### config.mk
export PLATFORM = sky130hd
export DESIGN_NAME = pqlda_sums
export DESIGN_NICKNAME = d
export VERILOG_FILES = /design/src/rtl/core/assert_macros.svh /design/src/rtl/core/pqlda_pkg.sv /design/src/rtl/core/pqlda_sums.sv
export SDC_FILE = /design/constraint.sdc
export NUM_CORES = 1
export LEC_CHECK = 0
export ABC_AREA = 1
export BUFFER_PORTS_ARGS = -buffer_cell sky130_fd_sc_hd__buf_2
export CELL_PAD_IN_SITES_DETAIL_PLACEMENT = 0
export CELL_PAD_IN_SITES_GLOBAL_PLACEMENT = 2
export CORE_ASPECT_RATIO = 1.75
export CORE_MARGIN = 4
export CORE_UTILIZATION = 35
export DETAILED_ROUTE_END_ITERATION = 12
export PLACE_DENSITY_LB_ADDON = 0.12
export SETUP_SLACK_MARGIN = 0.2
export SLEW_MARGIN = 20
export SYNTH_ARGS = -nofsm -noshare
export SYNTH_HDL_FRONTEND = slang
export SYNTH_SLANG_ARGS = --single-unit
### constraint.sdc
create_clock -name clk -period 2.1 [get_ports clk]
set_input_delay 0.105 -clock clk [delete_from_list [all_inputs] [get_ports clk]]
set_output_delay 0.105 -clock clk [all_outputs]
set_load 0.05 [all_outputs]
### src/rtl/core/assert_macros.svh
// Assertion macros shared by the RTL that checks itself.
// Each macro expects a clock named clk and an active-high reset named rst in scope.
`ifndef ASSERT_MACROS_SVH
`define ASSERT_MACROS_SVH

// Same-cycle implication.
`define ASSERT_IMPLY(label, ante, cons, msg) \
  label: assert property (@(posedge clk) disable iff (rst) (ante) |-> (cons)) else $error(msg);

// Next-cycle implication.
`define ASSERT_NEXT(label, ante, cons, msg) \
  label: assert property (@(posedge clk) disable iff (rst) (ante) |=> (cons)) else $error(msg);

`endif

### src/rtl/core/pqlda_pkg.sv
// Shared types and constants for the PQ table-lookup distance accumulator.
// No dependencies; used by the top level, the table memory and the sum bank.
package pqlda_pkg;

  localparam int MAX_SUBSPACES_DEF = 64;
  localparam int BLOCK_POINTS_DEF  = 32;
  localparam int CENTROIDS_DEF     = 256;

  localparam int SUM_W  = 14;
  localparam int CFG_W  = 7;
  localparam int SUB_W  = 6;
  localparam int BYTE_W = 8;

  localparam logic [CFG_W-1:0] CFG_RESET = 7'd16;
  localparam logic [SUM_W-1:0] SUM_MAX   = '1;

  typedef enum logic {
    ACT_TABLE = 1'b0,
    ACT_CODE  = 1'b1
  } action_t;

  // Lookup table access for the item in the first stage.
  typedef struct packed {
    logic rd_en;
    logic wr_en;
  } tab_ctl_t;

  // Accumulator bank accesses: read in stage one, write back in stage three.
  typedef struct packed {
    logic rd_en;
    logic wr_en;
    logic blk_end;
  } sum_ctl_t;

  // Reported by the sum bank when the last read of a block drain is issued.
  typedef struct packed {
    logic done;
    logic bank;
  } drain_stat_t;

endpackage

### src/rtl/core/pqlda_sums.sv
// Two banks of per-point accumulators with valid bits, plus the drain that streams
// a finished bank out one distance per cycle while m_tready is high. Depends on pqlda_pkg.
module pqlda_sums #(
  parameter int BLOCK_POINTS = 32,
  parameter int PT_W         = 5,
  parameter int OUT_W        = 24
) (
  input  logic                          clk,
  input  logic                          rst,
  input  pqlda_pkg::sum_ctl_t           ctl,
  input  logic                          rd_bank,
  input  logic [PT_W-1:0]               rd_point,
  output logic [pqlda_pkg::SUM_W-1:0]   rd_sum,
  input  logic                          wr_bank,
  input  logic [PT_W-1:0]               wr_point,
  input  logic [pqlda_pkg::SUM_W-1:0]   wr_sum,
  output pqlda_pkg::drain_stat_t        stat,
  output logic                          m_tvalid,
  input  logic                          m_tready,
  output logic [OUT_W-1:0]              m_tdata,
  output logic                          m_tlast
);
  import pqlda_pkg::*;

  localparam int IDX_W     = PT_W + 1;
  localparam int SUM_DEPTH = 2 ** IDX_W;

  logic [SUM_W-1:0]     mem [SUM_DEPTH];
  logic [SUM_DEPTH-1:0] vbit;
  logic [1:0]           rdy;
  logic                 db;
  logic [PT_W-1:0]      cnt;

  logic [SUM_W-1:0]     acc_q;
  logic                 acc_vb;

  logic                 drv;
  logic [SUM_W-1:0]     dq;
  logic                 dvb;
  logic [PT_W-1:0]      dpt;
  logic                 dlast;

  logic                 ovld;
  logic [PT_W-1:0]      opt;
  logic [SUM_W-1:0]     odist;
  logic                 olast;

  logic [IDX_W-1:0]     rd_idx;
  logic [IDX_W-1:0]     wr_idx;
  logic [IDX_W-1:0]     dr_idx;
  logic                 oready;
  logic                 issue;
  logic                 cnt_last;

  assign rd_idx   = {rd_bank, rd_point};
  assign wr_idx   = {wr_bank, wr_point};
  assign dr_idx   = {db, cnt};
  assign oready   = !ovld || m_tready;
  // A drain read may go out while a finished bank is ready and the read stage will be free next cycle.
  assign issue    = rdy[db] && (!drv || oready);
  assign cnt_last = (cnt == PT_W'(BLOCK_POINTS - 1));

  always_ff @(posedge clk) begin
    if (ctl.wr_en) begin
      mem[wr_idx] <= wr_sum;
    end
    if (ctl.rd_en) begin
      acc_q  <= mem[rd_idx];
      acc_vb <= vbit[rd_idx];
    end
    if (issue) begin
      dq    <= mem[dr_idx];
      dvb   <= vbit[dr_idx];
      dpt   <= cnt;
      dlast <= cnt_last;
    end
    if (oready) begin
      opt   <= dpt;
      odist <= dvb ? dq : '0;
      olast <= dlast;
    end
  end

  always_ff @(posedge clk) begin
    if (rst) begin
      vbit <= '0;
      rdy  <= '0;
      db   <= 1'b0;
      cnt  <= '0;
      drv  <= 1'b0;
      ovld <= 1'b0;
    end else begin
      if (ctl.wr_en) begin
        vbit[wr_idx] <= 1'b1;
      end
      if (ctl.blk_end) begin
        rdy[wr_bank] <= 1'b1;
      end
      // Reading an entry out of the bank also returns it to zero.
      if (issue) begin
        vbit[dr_idx] <= 1'b0;
        if (cnt_last) begin
          cnt     <= '0;
          rdy[db] <= 1'b0;
          db      <= ~db;
        end else begin
          cnt <= cnt + 1'b1;
        end
      end
      if (issue) begin
        drv <= 1'b1;
      end else if (oready) begin
        drv <= 1'b0;
      end
      if (oready) begin
        ovld <= drv;
      end
    end
  end

  assign rd_sum    = acc_vb ? acc_q : '0;
  assign stat.done = issue && cnt_last;
  assign stat.bank = db;

  assign m_tvalid = ovld;
  assign m_tdata  = OUT_W'({odist, opt});
  assign m_tlast  = olast;

endmodule
==> flow_summary.toml <==
[outcome]
failed_checks = "setup timing"
status = "complete, but fails checks"

[setup_path]
critPathSlowestCell = "dfxtp_4"
cpMostUsedCell = "buf_6"
rr_worst_depth = 14
start_kind = "register"
cp.arrival_ps = 2200
critPathMaxFanout = 2
critical_path_class = "register to output pin"
path_cells = "buf_6, buf_6, ha_4, inv_4, nor3_4, ha_4, nand2_4, buf_6, inv_4, buf_12"
end_kind = "output pin"
required_ps = 2000
cpPeakStageDelay_ps = 370

[placed_design]
dp_cells = 8474
hpwlAfterDp_um = 158700
port_buffers = 68
gp_congestion = 0.9111

[timing]
worst_pin_slew_ps = 805.7
fmaxAchievable_mhz = 434.5
fin_ws_ps = -201.7
relSlewSlack_pct = 46.29
slew_viol_final = 0
hold_viol = 0
post-route-period-util_pct = 109.6
rsz0062_at_grt = "yes"
fin_crit_ps = 2302
hold_ws_ps = 66.81
setup_viol = 15
clock_skew_ps = 20.29

[logic_synthesis]
synthesis.area_mm2 = 0.05192
ys_warn_count = 0
avgSynthCellArea_um2 = 8.198
synth_seq_cells = 1026
synth_cells = 6334
synth_cell_type_count = 27
seq_area_frac_synth_pct = 57.91

[power_and_ir_drop]
ir_drop_mv = 0.6652
leakage_uw = 0.02777
power_density_mw_per_mm2 = 759.1

[clock_network]
clkSinkCount = 1026
cts_buffer_depth = 3
clk_pin_slew_ps = 60
clock_latency_ps = 720
cts_buffers = 104
h-tree-depth = 3
clock-root-buffer = "clkbuf_16"
cts_tree = "built"

[layout]
fin_util_pct = 44.73
drive_above_1_share_pct = 16.55
nets = 6728
fin_cells = 8765
syn2layout_area_growth_pct = 26.70

[global_routing]
antenna_found_initial = 10
overflow = 0
grt_pass1_vias = 45740
grtUsageTotal_pct = 30.40
grt_pass1_wl_um = 338800
grt_max_degree = 65

[drt]
dr.first_iter.drc_count = 4234
drt_wl_total_um = 242100
viasPerCell = 5.318
remaining_drc_errors = 0
drtPass1Iterations = 5
antenna_left = 0
wire_per_inst_um = 27.62
dr_total_vias = 46620

[die]
die-area_mm2 = 0.1548
die_w_um = 299.2
placementRows = 186
core_area_mm2 = 0.1471
start_util_pct = 35.30
dieHeight_um = 517.5
ios = 74

[min_path]
holdCritPathClass = "input port to register"
min_delay_path_depth = 5

[flow_run]
max_cap_viol_count = 0
[final cells by class]
class | count | area (um^2)
fillers | 14720 | 81290
diodes | 6 | 15.01
flip-flops and latches | 1026 | 30080
multi-input cells | 4819 | 20720
inverters | 78 | 349.1
clock inverters | 64 | 719.4
repair buffers | 665 | 8605
well taps | 1974 | 2470
clock buffers | 133 | 2824
[metal layers]
metal | share of wire [%] | global-route usage [%]
met1 | 39 | 36.87
met2 | 50 | 53.21
met3 | 5.2 | 3.158
met4 | 6.2 | 16.01
met5 | 0.0029 | 0
[worst max-delay path, delay by kind of cell (launching register included)]
kind                     cells  cell delay (ps)
flip-flops                   1              370
adder cells (fa/ha/maj)      2              340
buffers and inverters        6              550
AND/OR/NAND/NOR              2              200
[what timing repair did]
item,CTS,global route
buffers inserted,30,13
endpoints found under the setup margin,71,44
hold buffers,21,0
hold endpoints to repair,650,0
gates resized for setup,300,134
pin swaps,81,72
cloned,14,10
[registers in the layout, indices dropped and copies added, names as in the netlist, 2 cells and up]
name   cells
acc_q     14
cnt        5
dpt        5
dq        14
mem      896
odist     14
opt        5
rdy        2
vbit      64
[power by group]
group	internal, uW	total (uW)	switching, uW
combinational	2450	7360	4910
clock	11300	19900	8640
sequential	22600	22700	134
total	36300	49900	13700
[cell usage after synthesis, drive strengths merged]
master,instances,area share [%]
nand2,3510,25
edfxtp,952,55
nand3,825,8.0
buf,295,2.9
a21oi,176,1.7
nor2,153,1.2
o21ai,124,1.2
clkbuf,120,0.87
inv,75,0.54
dfxtp,74,2.9
nor3,18,0.26
a31oi,4,0.048
clkinv,3,0.022
ha,2,0.048
conb,1,0.0072
o211ai,1,0.014
xor2,1,0.017
[cells in the final DEF, fill, tap and decap left out, types with 61 or more instances in the layout]
master     netlist  final
clkbuf_16        0    115
a21oi_1        176    167
nand2_1       3509   3319
dfxtp_1         74     70
nand3_1        825    821
o21ai_0        122     86
inv_1           68     61
nor2_2           4     62
edfxtp_1       952    952
buf_4           22    275
nor2_1         147     73
nand2_2          1    152
buf_2          237     62
buf_12           0    224
[final timing paths]
| kind | from | end | slack (ps) |
|---|---|---|---|
| hold / removal | wr_point[0] | vbit[53]$_SDFF_PP0_ | 70 |
| setup reg to reg | cnt[0]$_SDFFE_PP0P_ | dq[2]$_DFFE_PP_ | -160 |
| setup / recovery | cnt[0]$_SDFFE_PP0P_ | stat[1] | -200 |
| hold reg to reg | dpt[2]$_DFFE_PP_ | opt[2]$_DFFE_PP_ | 410 |
[cells by family (layout without fill, tap and decap cells)]
family / count (synthesis) / count (layout) / synth area share [%]
xor gates and xnor gates: 1 / 1 / 0.01687
DFF: 1026 / 1026 / 57.91
buffers and inverters: 493 / 940 / 4.294
adders and majority gates: 2 / 2 / 0.04819
and+or+nand+nor: 4506 / 4506 / 34.76
AOI/OAI and AO/OA: 305 / 305 / 2.962
other: 1 / 11 / 0.007222
[per-stage QoR]
stage	area [um^2]	setup slack, ps	setup TNS (ps)	total power [uW]
global route	65780	-267.7	-2603	51470
global placement	59650	-583.5	-3455	29730
finish	65790	-201.7	-1448	49940
CTS	65030	-299.8	-1456	50070
detailed placement	59650	-569.7	-3324	29720
floorplan	51950	217.5	0	26200
Power figures use the tool's default switching activity.
